<file path="src/rtl/tbt_pkg.sv">
// Shared types and constants for the tick timebase with task timers.
// No dependencies.
package tbt_pkg;

  localparam int NUM_TASKS = 8;
  localparam int TASK_W    = (NUM_TASKS > 1) ? $clog2(NUM_TASKS) : 1;
  localparam int CNT_W     = $clog2(NUM_TASKS + 1);
  localparam int MASK_W    = 8;
  localparam int CFG_IDX_W = 2;
  localparam int CFG_DAT_W = 16;

  localparam logic [CFG_IDX_W-1:0] CFG_SHORT_PERIOD = 2'd0;
  localparam logic [CFG_IDX_W-1:0] CFG_LONG_PERIOD  = 2'd1;

  localparam logic [15:0] SHORT_PERIOD_RST = 16'd100;
  localparam logic [15:0] LONG_PERIOD_RST  = 16'd2000;

  typedef enum logic [2:0] {
    FN_TICK       = 3'd0,
    FN_LOAD_TICKS = 3'd1,
    FN_LOAD_MS    = 3'd2,
    FN_LOAD_TASK  = 3'd3,
    FN_QUERY      = 3'd4
  } tbt_func_e;

  typedef enum logic [3:0] {
    ST_IDLE,
    ST_DELAY,
    ST_TICK,
    ST_SHORT,
    ST_LONG,
    ST_MUL,
    ST_SAT,
    ST_LOAD,
    ST_QUERY,
    ST_WALK
  } tbt_state_e;

  typedef struct packed {
    logic [2:0]  func;
    logic [31:0] value;
    logic [2:0]  task_index;
    logic        clear_ms_flag;
    logic        clear_long_flag;
  } tbt_in_t;

  typedef struct packed {
    logic [31:0]       delay_left;
    logic              delay_done;
    logic              ms_flag;
    logic              long_flag;
    logic [31:0]       now_ticks;
    logic [31:0]       elapsed;
    logic [31:0]       task_left;
    logic [MASK_W-1:0] task_zero_mask;
  } tbt_res_t;

endpackage

</file>
<file path="src/rtl/tick_timebase_with_task_timers.sv">
// A tick steps through the delay, tick, short and long prescaler states, a ms delay load through
// multiply and saturate, other loads and queries through one load or query state; unused codes go
// straight to the task timer walk, which ends all of them; the next start is taken during the result beat.
// One 32-bit adder serves delay, tick, prescaler, query and walk; the walk reads one entry a cycle from a RAM.
// Reset (async, active low) clears all counters, flags and task valid bits; periods go to 100/2000.
// The result beat lasts one cycle and cannot be stalled.
module tick_timebase_with_task_timers
  import tbt_pkg::*;
(
  input  logic                 clk_i,
  input  logic                 rst_ni,
  input  logic                 start,
  output logic                 busy,
  input  tbt_in_t              in_i,
  output logic                 done_o,
  output tbt_res_t             res_o,
  input  logic                 cfg_valid_i,
  output logic                 cfg_ready_o,
  input  logic [CFG_IDX_W-1:0] cfg_index_i,
  input  logic [CFG_DAT_W-1:0] cfg_data_i
);

  tbt_state_e state_q, state_d;
  tbt_in_t    in_q, in_d;

  logic [15:0]        short_period_q, long_period_q;
  logic [31:0]        delay_q, delay_d, tick_q, tick_d;
  logic [15:0]        short_pre_q, short_pre_d, long_pre_q, long_pre_d;
  logic               ms_flag_q, ms_flag_d, long_flag_q, long_flag_d;
  logic               ms_fire_q, ms_fire_d;
  logic [31:0]        elapsed_q, elapsed_d, task_left_q, task_left_d;
  logic [MASK_W-1:0]  mask_q, mask_d;
  logic [47:0]        prod_q, prod_d;
  logic [CNT_W-1:0]   walk_cnt_q, walk_cnt_d;
  logic               rd_vld_q, rd_vld_d, rd_ok_q, rd_ok_d;
  logic [TASK_W-1:0]  rd_idx_q, rd_idx_d;
  logic [NUM_TASKS-1:0] valid_q, valid_d;
  logic               done_q, done_d;

  logic [31:0]       task_mem [NUM_TASKS];
  logic [31:0]       rdata_q;
  logic              mem_we;
  logic [TASK_W-1:0] mem_waddr;
  logic [31:0]       mem_wdata;

  logic [31:0] add_a, add_b, add_sum;
  logic        add_c;
  logic        fire_short, fire_long;
  logic [31:0] cur_val;
  logic        dec_en, idx_ok, accept, walk_last;

  assign accept      = start && !busy;
  assign busy        = (state_q != ST_IDLE);
  assign cfg_ready_o = 1'b1;
  assign idx_ok      = (32'(in_q.task_index) < 32'(NUM_TASKS));
  assign cur_val     = rd_ok_q ? rdata_q : 32'd0;
  assign dec_en      = ms_fire_q && (cur_val != 32'd0);
  assign walk_last   = (state_q == ST_WALK) && rd_vld_q && (walk_cnt_q == CNT_W'(NUM_TASKS));

  // shared adder
  always_comb begin
    add_a = 32'd0;
    add_b = 32'd0;
    add_c = 1'b0;
    unique case (state_q)
      ST_DELAY: begin
        add_a = delay_q;
        add_b = (delay_q != 32'd0) ? 32'hFFFF_FFFF : 32'd0;
      end
      ST_TICK: begin
        add_a = tick_q;
        add_b = 32'd1;
      end
      ST_SHORT: begin
        add_a = {16'd0, short_pre_q};
        add_b = 32'd1;
      end
      ST_LONG: begin
        add_a = {16'd0, long_pre_q};
        add_b = 32'd1;
      end
      ST_QUERY: begin
        add_a = tick_q;
        add_b = ~in_q.value;
        add_c = (tick_q >= in_q.value);
      end
      ST_WALK: begin
        add_a = cur_val;
        add_b = dec_en ? 32'hFFFF_FFFF : 32'd0;
      end
      default: ;
    endcase
  end

  assign add_sum    = add_a + add_b + {31'd0, add_c};
  assign fire_short = (add_sum[16:0] >= {1'b0, short_period_q});
  assign fire_long  = (add_sum[16:0] >= {1'b0, long_period_q});

  // next state
  always_comb begin
    state_d = state_q;
    unique case (state_q)
      ST_IDLE: begin
        if (accept) begin
          case (in_i.func) inside
            FN_TICK:                     state_d = ST_DELAY;
            FN_LOAD_TICKS, FN_LOAD_TASK: state_d = ST_LOAD;
            FN_LOAD_MS:                  state_d = ST_MUL;
            FN_QUERY:                    state_d = ST_QUERY;
            default:                     state_d = ST_WALK;
          endcase
        end
      end
      ST_DELAY: state_d = ST_TICK;
      ST_TICK:  state_d = ST_SHORT;
      ST_SHORT: state_d = ST_LONG;
      ST_LONG:  state_d = ST_WALK;
      ST_MUL:   state_d = ST_SAT;
      ST_SAT:   state_d = ST_WALK;
      ST_LOAD:  state_d = ST_WALK;
      ST_QUERY: state_d = ST_WALK;
      ST_WALK: begin
        if (walk_last) begin
          state_d = ST_IDLE;
        end
      end
      default: state_d = ST_IDLE;
    endcase
  end

  // datapath updates
  always_comb begin
    in_d        = in_q;
    delay_d     = delay_q;
    tick_d      = tick_q;
    short_pre_d = short_pre_q;
    long_pre_d  = long_pre_q;
    ms_flag_d   = ms_flag_q;
    long_flag_d = long_flag_q;
    ms_fire_d   = ms_fire_q;
    elapsed_d   = elapsed_q;
    task_left_d = task_left_q;
    mask_d      = mask_q;
    prod_d      = prod_q;
    walk_cnt_d  = walk_cnt_q;
    rd_vld_d    = rd_vld_q;
    rd_ok_d     = rd_ok_q;
    rd_idx_d    = rd_idx_q;
    valid_d     = valid_q;
    done_d      = walk_last;
    mem_we      = 1'b0;
    mem_waddr   = rd_idx_q;
    mem_wdata   = add_sum;
    unique case (state_q)
      ST_IDLE: begin
        if (accept) begin
          in_d        = in_i;
          ms_flag_d   = ms_flag_q & ~in_i.clear_ms_flag;
          long_flag_d = long_flag_q & ~in_i.clear_long_flag;
          ms_fire_d   = 1'b0;
          elapsed_d   = 32'd0;
          task_left_d = 32'd0;
          mask_d      = '0;
          walk_cnt_d  = '0;
          rd_vld_d    = 1'b0;
        end
      end
      ST_DELAY: delay_d = add_sum;
      ST_TICK:  tick_d = add_sum;
      ST_SHORT: begin
        short_pre_d = fire_short ? 16'd0 : add_sum[15:0];
        if (fire_short) begin
          ms_flag_d = 1'b1;
          ms_fire_d = 1'b1;
        end
      end
      ST_LONG: begin
        long_pre_d = fire_long ? 16'd0 : add_sum[15:0];
        if (fire_long) begin
          long_flag_d = 1'b1;
        end
      end
      ST_MUL: prod_d = in_q.value * {32'd0, short_period_q};
      ST_SAT: delay_d = (prod_q[47:32] != 16'd0) ? 32'hFFFF_FFFF : prod_q[31:0];
      ST_LOAD: begin
        if (in_q.func == FN_LOAD_TICKS) begin
          delay_d = in_q.value;
        end
        if ((in_q.func == FN_LOAD_TASK) && idx_ok) begin
          mem_we             = 1'b1;
          mem_waddr          = TASK_W'(in_q.task_index);
          mem_wdata          = in_q.value;
          valid_d[mem_waddr] = 1'b1;
        end
      end
      ST_QUERY: elapsed_d = add_sum;
      ST_WALK: begin
        if (walk_cnt_q != CNT_W'(NUM_TASKS)) begin
          walk_cnt_d = walk_cnt_q + CNT_W'(1);
          rd_vld_d   = 1'b1;
          rd_idx_d   = walk_cnt_q[TASK_W-1:0];
          rd_ok_d    = valid_q[walk_cnt_q[TASK_W-1:0]];
        end else begin
          rd_vld_d = 1'b0;
        end
        if (rd_vld_q) begin
          mem_we            = 1'b1;
          valid_d[rd_idx_q] = 1'b1;
          for (int j = 0; j < MASK_W; j++) begin
            if ((j < NUM_TASKS) && (rd_idx_q == TASK_W'(j))) begin
              mask_d[j] = (add_sum == 32'd0);
            end
          end
          if (idx_ok && (rd_idx_q == TASK_W'(in_q.task_index))) begin
            task_left_d = add_sum;
          end
        end
      end
      default: ;
    endcase
  end

  always_ff @(posedge clk_i or negedge rst_ni) begin
    if (!rst_ni) begin
      state_q     <= ST_IDLE;
      delay_q     <= '0;
      tick_q      <= '0;
      short_pre_q <= '0;
      long_pre_q  <= '0;
      ms_flag_q   <= 1'b0;
      long_flag_q <= 1'b0;
      ms_fire_q   <= 1'b0;
      walk_cnt_q  <= '0;
      rd_vld_q    <= 1'b0;
      valid_q     <= '0;
      done_q      <= 1'b0;
    end else begin
      state_q     <= state_d;
      delay_q     <= delay_d;
      tick_q      <= tick_d;
      short_pre_q <= short_pre_d;
      long_pre_q  <= long_pre_d;
      ms_flag_q   <= ms_flag_d;
      long_flag_q <= long_flag_d;
      ms_fire_q   <= ms_fire_d;
      walk_cnt_q  <= walk_cnt_d;
      rd_vld_q    <= rd_vld_d;
      valid_q     <= valid_d;
      done_q      <= done_d;
    end
  end

  always_ff @(posedge clk_i) begin
    in_q        <= in_d;
    elapsed_q   <= elapsed_d;
    task_left_q <= task_left_d;
    mask_q      <= mask_d;
    prod_q      <= prod_d;
    rd_ok_q     <= rd_ok_d;
    rd_idx_q    <= rd_idx_d;
  end

  // task timer RAM
  always_ff @(posedge clk_i) begin
    if (mem_we) begin
      task_mem[mem_waddr] <= mem_wdata;
    end
    rdata_q <= task_mem[walk_cnt_q[TASK_W-1:0]];
  end

  // config registers
  always_ff @(posedge clk_i or negedge rst_ni) begin
    if (!rst_ni) begin
      short_period_q <= SHORT_PERIOD_RST;
      long_period_q  <= LONG_PERIOD_RST;
    end else if (cfg_valid_i && cfg_ready_o) begin
      unique case (cfg_index_i)
        CFG_SHORT_PERIOD: short_period_q <= cfg_data_i;
        CFG_LONG_PERIOD:  long_period_q  <= cfg_data_i;
        default: ;
      endcase
    end
  end

  assign done_o               = done_q;
  assign res_o.delay_left     = delay_q;
  assign res_o.delay_done     = (delay_q == 32'd0);
  assign res_o.ms_flag        = ms_flag_q;
  assign res_o.long_flag      = long_flag_q;
  assign res_o.now_ticks      = tick_q;
  assign res_o.elapsed        = elapsed_q;
  assign res_o.task_left      = task_left_q;
  assign res_o.task_zero_mask = mask_q;

endmodule

</file>
<file path="config.mk">
export PLATFORM = sky130hd
export DESIGN_NAME = tick_timebase_with_task_timers
export DESIGN_NICKNAME = d
export VERILOG_FILES = /design/src/rtl/tbt_pkg.sv /design/src/rtl/tick_timebase_with_task_timers.sv
export SDC_FILE = /design/constraint.sdc
export NUM_CORES = 2
export LEC_CHECK = 0
export BUFFER_PORTS_ARGS = -buffer_cell sky130_fd_sc_hd__buf_2
export CAP_MARGIN = 20
export CELL_PAD_IN_SITES_DETAIL_PLACEMENT = 0
export CELL_PAD_IN_SITES_GLOBAL_PLACEMENT = 1
export CORE_UTILIZATION = 51
export DETAILED_ROUTE_END_ITERATION = 12
export GPL_TIMING_DRIVEN = 0
export PLACE_DENSITY_LB_ADDON = 0.1
export SYNTH_ARGS = -nofsm -noshare
export SYNTH_HDL_FRONTEND = slang
export SYNTH_SLANG_ARGS = --single-unit
</file>
<file path="constraint.sdc">
create_clock -name clk_i -period 8.8 [get_ports clk_i]
set_input_delay 1.32 -clock clk_i [delete_from_list [all_inputs] [get_ports clk_i]]
set_output_delay 1.32 -clock clk_i [all_outputs]
set_load 0.01 [all_outputs]
</file>
Word-level counts from Yosys, hierarchy flattened
Memories as Yosys holds them, arrays and structs flattened. A register that Yosys moved wholly into a read port is not among the register bits.
Index checks and enable logic that the tools add are counted.
{"block": "classes", "add_sub_neg": 3, "n_mul": 1, "magnitude_cmp": 8, "eq_ne": 43, "mux": 65, "bitwise": 7, "reduce_logical": 48}
{"operator": "32-bit 2-to-1 mux", "count": 10}
{"operator": "32-bit case mux with 5 select lines", "count": 1}
{"operator": "32-bit case mux with 2 select lines", "count": 2}
{"operator": "32-bit case mux with 4 select lines", "count": 1}
{"operator": "32-bit case mux with 3 select lines", "count": 1}
{"operator": "32-bit zero test", "count": 2}
{"operator": "32-bit nonzero test", "count": 2}
{"operator": "32-bit by 16-bit multiplier with 48-bit output", "count": 1}
{"operator": "4-bit AND reduction", "count": 9}
{"operator": "17-bit by 16-bit greater-or-equal comparator with 1-bit output", "count": 2}
{"operator": "32-bit by 1-bit adder with 32-bit output", "count": 1}
{"operator": "32-bit adder", "count": 1}
{"operator": "32-bit greater-or-equal comparator", "count": 1}
{"operator": "16-bit 2-to-1 mux", "count": 2}
{"operator": "8-bit 2-to-1 mux", "count": 4}
{"operator": "32-bit inverter", "count": 1}
{"operator": "8-bit case mux with 2 select lines", "count": 2}
{"operator": "4-bit 2-to-1 mux", "count": 7}
{"operator": "4-bit case mux with 7 select lines", "count": 1}
{"operator": "1-bit 2-to-1 mux", "count": 23}
{"operator": "2-bit by 1-bit != test with 1-bit output, second input constant", "count": 10}
{"operator": "4-bit by 3-bit equality test with 1-bit output, second input constant", "count": 4}
{"operator": "8-bit bitwise OR", "count": 2}
{"operator": "2-bit AND reduction", "count": 8}
{"operator": "other kinds (33)", "count": 77}
{"block": "totals", "ff_bits": 311, "ram_bits": 256, "input_bits": 62, "output_inout_bits": 142, "wordCells": 206, "n_memories": 1}
{"memory": "task_mem", "depth": 8, "width": 32, "read_ports": 1, "rd_clocked_by_memory_dff": 1, "wr": 1, "line": "tick_timebase_with_task_timers.sv:40", "text": "logic [31:0] task_mem [NUM_TASKS];"}

Longest topological paths before layout
{"block": "depth", "ltp_word": 11, "mapped_depth": 30, "depth_no_buf": 29}

Worst setup path after synthesis
OpenSTA, ideal clock, no wires.
{"block": "synth_timing", "kind": "register to register", "from": "register short_period_q[2]", "to": "register prod_q[40] (data pin)", "setup_ps": 260, "t_arrival_ps": 6482, "t_required_ps": 8540, "slack_ps": 2058, "stages_incl_launch_ff": 26, "n_path_buf": 3, "period_less_slack_ps": 6742, "cell_sequence": "dfstp_2 clkbuf_1 clkbuf_1 nand2_1 fa_1 inv_1 fa_1 inv_1 fa_1 inv_1 fa_1 inv_1 fa_1 inv_1 fa_1 ha_1 clkbuf_1 nand4_1 or3_1 o211ai_1 a21oi_1 o41ai_1 a21oi_1 o21ai_0 a21oi_1 xnor2_1"}
{"block": "synth_between", "elab_chain_cells": 1}
{"element": "start: declaration", "line": "tick_timebase_with_task_timers.sv:26", "text": "logic [15:0] short_period_q, long_period_q;"}
{"element": "start signal: assignment", "line": "tick_timebase_with_task_timers.sv:278", "text": "CFG_SHORT_PERIOD: short_period_q <= cfg_data_i;"}
{"element": "32-bit by 16-bit multiplier with 48-bit output", "line": "tick_timebase_with_task_timers.sv:183", "text": "ST_MUL: prod_d = in_q.value * {32'd0, short_period_q};"}
{"element": "end signal: assignment", "line": "tick_timebase_with_task_timers.sv:258", "text": "prod_q <= prod_d;"}
{"element": "end: declaration", "line": "tick_timebase_with_task_timers.sv:33", "text": "logic [47:0] prod_q, prod_d;"}
No other way between the ends.
A chain may end at the register's enable or synchronous reset.

Worst setup path in the final report
{"block": "layout_timing", "from": "register delay_q[21]", "to": "register long_pre_q[14]"}
{"block": "layout_between", "elab_chain_cells": 7}
{"element": "start: declaration", "line": "tick_timebase_with_task_timers.sv:27", "text": "logic [31:0] delay_q, delay_d, tick_q, tick_d;"}
{"element": "start signal: assignment", "line": "tick_timebase_with_task_timers.sv:239", "text": "delay_q <= delay_d;"}
{"element": "32-bit nonzero test", "line": "tick_timebase_with_task_timers.sv:68", "text": "add_b = (delay_q != 32'd0) ? 32'hFFFF_FFFF : 32'd0;"}
{"element": "32-bit 2-to-1 mux", "line": "tick_timebase_with_task_timers.sv:68"}
{"element": "32-bit case mux with 4 select lines", "line": "tick_timebase_with_task_timers.sv:65", "text": "unique case (state_q)"}
{"element": "32-bit adder", "line": "tick_timebase_with_task_timers.sv:95", "text": "assign add_sum = add_a + add_b + {31'd0, add_c};"}
{"element": "32-bit by 1-bit adder with 32-bit output", "line": "tick_timebase_with_task_timers.sv:95"}
{"element": "via add_sum[6]", "line": "tick_timebase_with_task_timers.sv:46", "text": "logic [31:0] add_a, add_b, add_sum;"}
{"element": "17-bit by 16-bit greater-or-equal comparator with 1-bit output", "line": "tick_timebase_with_task_timers.sv:97", "text": "assign fire_long = (add_sum[16:0] >= {1'b0, long_period_q});"}
{"element": "16-bit 2-to-1 mux", "line": "tick_timebase_with_task_timers.sv:178", "text": "long_pre_d = fire_long ? 16'd0 : add_sum[15:0];"}
{"element": "end signal: assignment", "line": "tick_timebase_with_task_timers.sv:242", "text": "long_pre_q <= long_pre_d;"}
{"element": "end: declaration", "line": "tick_timebase_with_task_timers.sv:28", "text": "logic [15:0] short_pre_q, short_pre_d, long_pre_q, long_pre_d;"}
The timed path passes the listed nets, and every way through them passes these cells.

==> key figures <==
Outcome
  • Status: finished clean

Clock network
  • Clock root buffer: clkbuf_16
  • Post-CTS Setup Inserts: 0
  • Worst-Skew Late Latency: roughly 630 ps
  • CTS Buf Count: between 60 and 70
  • Clock sinks: about 600
  • Max clock buf depth: 3
  • Clk slew on worst S/H paths: roughly 60 ps
  • CTS tree: yes
  • CTS H-tree lvls: 3

Yosys
  • Top cell type's share of synthesized area: 0.298
  • EDFF count, synth: 418
  • Yosys reg bits: 599
  • Cell count after synthesis: roughly 3800
  • Most frequent cell after synthesis: nand2_1
  • Xor and xnor area share after synthesis: 0.0157
  • Synth warn: 0
  • Synthesized Nets: 4530
  • Simple-Gate Fraction of Synth Area: 0.104
  • Adder-cell area share of the yosys netlist: 0.264
  • Syn Area/Cell: 11.0 µm²
  • Post-Syn Area: approximately 42000 µm²
  • Compound-cell area share of the yosys netlist: 0.0971
  • Largest family of logic cells by synthesized area: adder cells
  • Netlist cell types: 79
  • Ys async rst share: 0.249
  • Post-synthesis sequential area ratio: 0.402
  • Leading area contributor after synthesis: edfxtp_1
  • Commonest cells post-synth: 547 x nand2_1, 542 x inv_1, 420 x fa_1, 418 x edfxtp_1, 268 x nor2_1
  • Synth Flop Type: edfxtp_1
  • Synth top area cells: edfxtp_1 30%, fa_1 20%, dfrtp_1 8.3%
  • Mux cell area share after synthesis: 0.0489

Timing
  • Max_slew headroom: 0.251
  • Peak Freq: 116 MHz
  • Final Setup Violations: 0
  • RSZ-0062 raised after global routing: true
  • Max Slew Vio Count: 0
  • Setup Skew: 38.4 ps
  • Final Hold Viols: 0
  • Final min period: roughly 8600 ps
  • Fin crit share: 0.982
  • Setup TNS Final: 0 ps
  • Worst Tran Pin Value: 1120 ps

Routing
  • Final WL: between 100 and 150 mm
  • Drt wl/cell: 26.6 µm
  • Vias: 31300
  • Post-DRT Antenna Nets: 0
  • Vias/cell: ~6.0
  • Starting DRC count in detailed routing: approximately 3800
  • Initial DRT Pass Iterations: 9
  • # DRC: 0

Die
  • Row count: 105
  • Die Y: about 290 µm
  • I/O pins: slightly above 200
  • Die area: 83800 µm²
  • Die W: between 200 and 300 µm
  • Core Area: about 82000 µm²
  • Starting Density: 0.514

Global route
  • Global-route wire length before repair: 203 mm
  • Vias in the first global route: 30100
  • GRT Util Overall: 0.339
  • Grt ovf: 0
  • Largest net degree at the start of global routing: 86
  • Initial antenna violation count: 4

Setup path
  • Worst setup startpoint: delay_q[21]
  • Reg-to-Reg End: long_pre_q[14]
  • Worst R2R Setup Slack: between 150 and 200 ps
  • CP Capture Type: register
  • Data required, critical path: a little over 9000 ps
  • Critical path launch point type: register
  • CP Class: reg -> reg
  • Worst path arrival time: approximately 9100 ps
  • Critical Path Sink: long_pre_q[14]
  • R2R depth: 24
  • Worst R2R Start: delay_q[21]
  • Crit path max fanout: 10

Cells and area
  • Area Growth Syn to Fin: 12.2%
  • Layout cell share with drive strength beyond 1: 0.129
  • Antenna cells: 0
  • NumNets Final: 4826
  • Final core utilization: 0.577

Place
  • IO Port Bufs: 202
  • Gpl congestion: about 1
  • Post-DP HPWL: around 110 mm

Flow run
  • MaxCap Viol Count: 0

Worst hold path
  • Worst Hold Class: reg -> reg
==> per-layer routing <==
metal,part of all wire,global-route usage
met1,0.43,0.511
met2,0.43,0.496
met3,0.10,0.0684
met4,0.033,0.0984
met5,0,0
==> through the flow <==
step / hold WS, ps / instances / setup slack (ps) / cell area (µm²)
floorplan: 423 / 3832 / 2060 / 42200
global placement: 431 / 5104 / -838 / 44500
detailed placement: 437 / 5126 / -658 / 45000
CTS: 451 / 5245 / 156 / 47200
global route: 460 / 5249 / -102 / 47300
finish: 453 / 5249 / 155 / 47300
==> sequential cells by signal (all words and copies together) (netlist names), 3 cells and up <==
signal          count
walk_cnt_q          4
short_pre_q        16
task_mem          256
valid_q             8
rdata_q            32
mask_q              8
long_period_q      16
delay_q            32
short_period_q     16
rd_idx_q            3
in_q               38
tick_q             32
long_pre_q         16
task_left_q        32
state_q             4
elapsed_q          32
prod_q             48
==> kinds of logic (layout without fill, tap and decap cells) <==
family	count (synthesis)	in the layout
muxes	117	117
other	1	1
adders and majority gates	636	636
AOI/OAI and AO/OA	607	607
DFF	599	599
and+or+nand+nor	1028	1028
xor gates and xnor gates	74	74
buffers and inverters	770	1117
==> repair_timing <==
action	CTS	global route
hold buffers	0	0
endpoints found under the setup margin	8	15
resized for setup	5	7
==> worst min path at each step <==
stage                  start     endpoint  slack, ps  cells past startpoint
3_5_place_dp   walk_cnt_q[2]  rd_idx_q[2]        440                      0
5_1_grt        walk_cnt_q[2]  rd_idx_q[2]        460                      0
6_report       walk_cnt_q[2]  rd_idx_q[2]        450                      0
3_3_place_gp   walk_cnt_q[2]  rd_idx_q[2]        430                      0
2_1_floorplan  walk_cnt_q[2]  rd_idx_q[2]        420                      0
4_1_cts        walk_cnt_q[2]  rd_idx_q[2]        450                      0
==> cells in the final DEF (no fill, tap or decap), drive strengths merged, types with 44 or more instances in the layout <==
master,count
mux2,51
dfrtp,140
o21a,44
buf,252
mux4,66
nand2,547
a21o,57
o21ai,179
nor2,268
inv,552
a21oi,112
clkbuf,275
fa,420
edfxtp,418
ha,216
==> critical path, cell delays in order, from the launching register on <==
cell	delay, ps
dfrtp_1	550
nor4_2	700
nand4_1	510
nor2_1	560
inv_1	80
a21oi_1	310
buf_1	460
inv_1	150
a221oi_1	340
fa_1	310
fa_1	230
nor2b_1	90
o2111a_1	260
nor3_1	210
xor2_1	780
inv_1	390
ha_1	420
nand2_1	50
o21ai_0	150
a21oi_1	140
o21ai_0	220
a21oi_1	130
o311ai_2	830
clkbuf_1	470
o31ai_1	120
==> layout make-up <==
cell class                      instances  area (µm²)
Multi-Input combinational cell       2463       22500
Fill cell                            7087       34700
Inverter                              553        2090
Clock inverter                         37         383
Clock buffer                           84        1860
Sequential cell                       599       16900
Tap cell                             1070        1340
Buffer                                213         826
Timing Repair Buffer                  230        1410
Power is not shown: default switching activity piles up to over one toggle a cycle in this logic, so the estimate is an artifact.
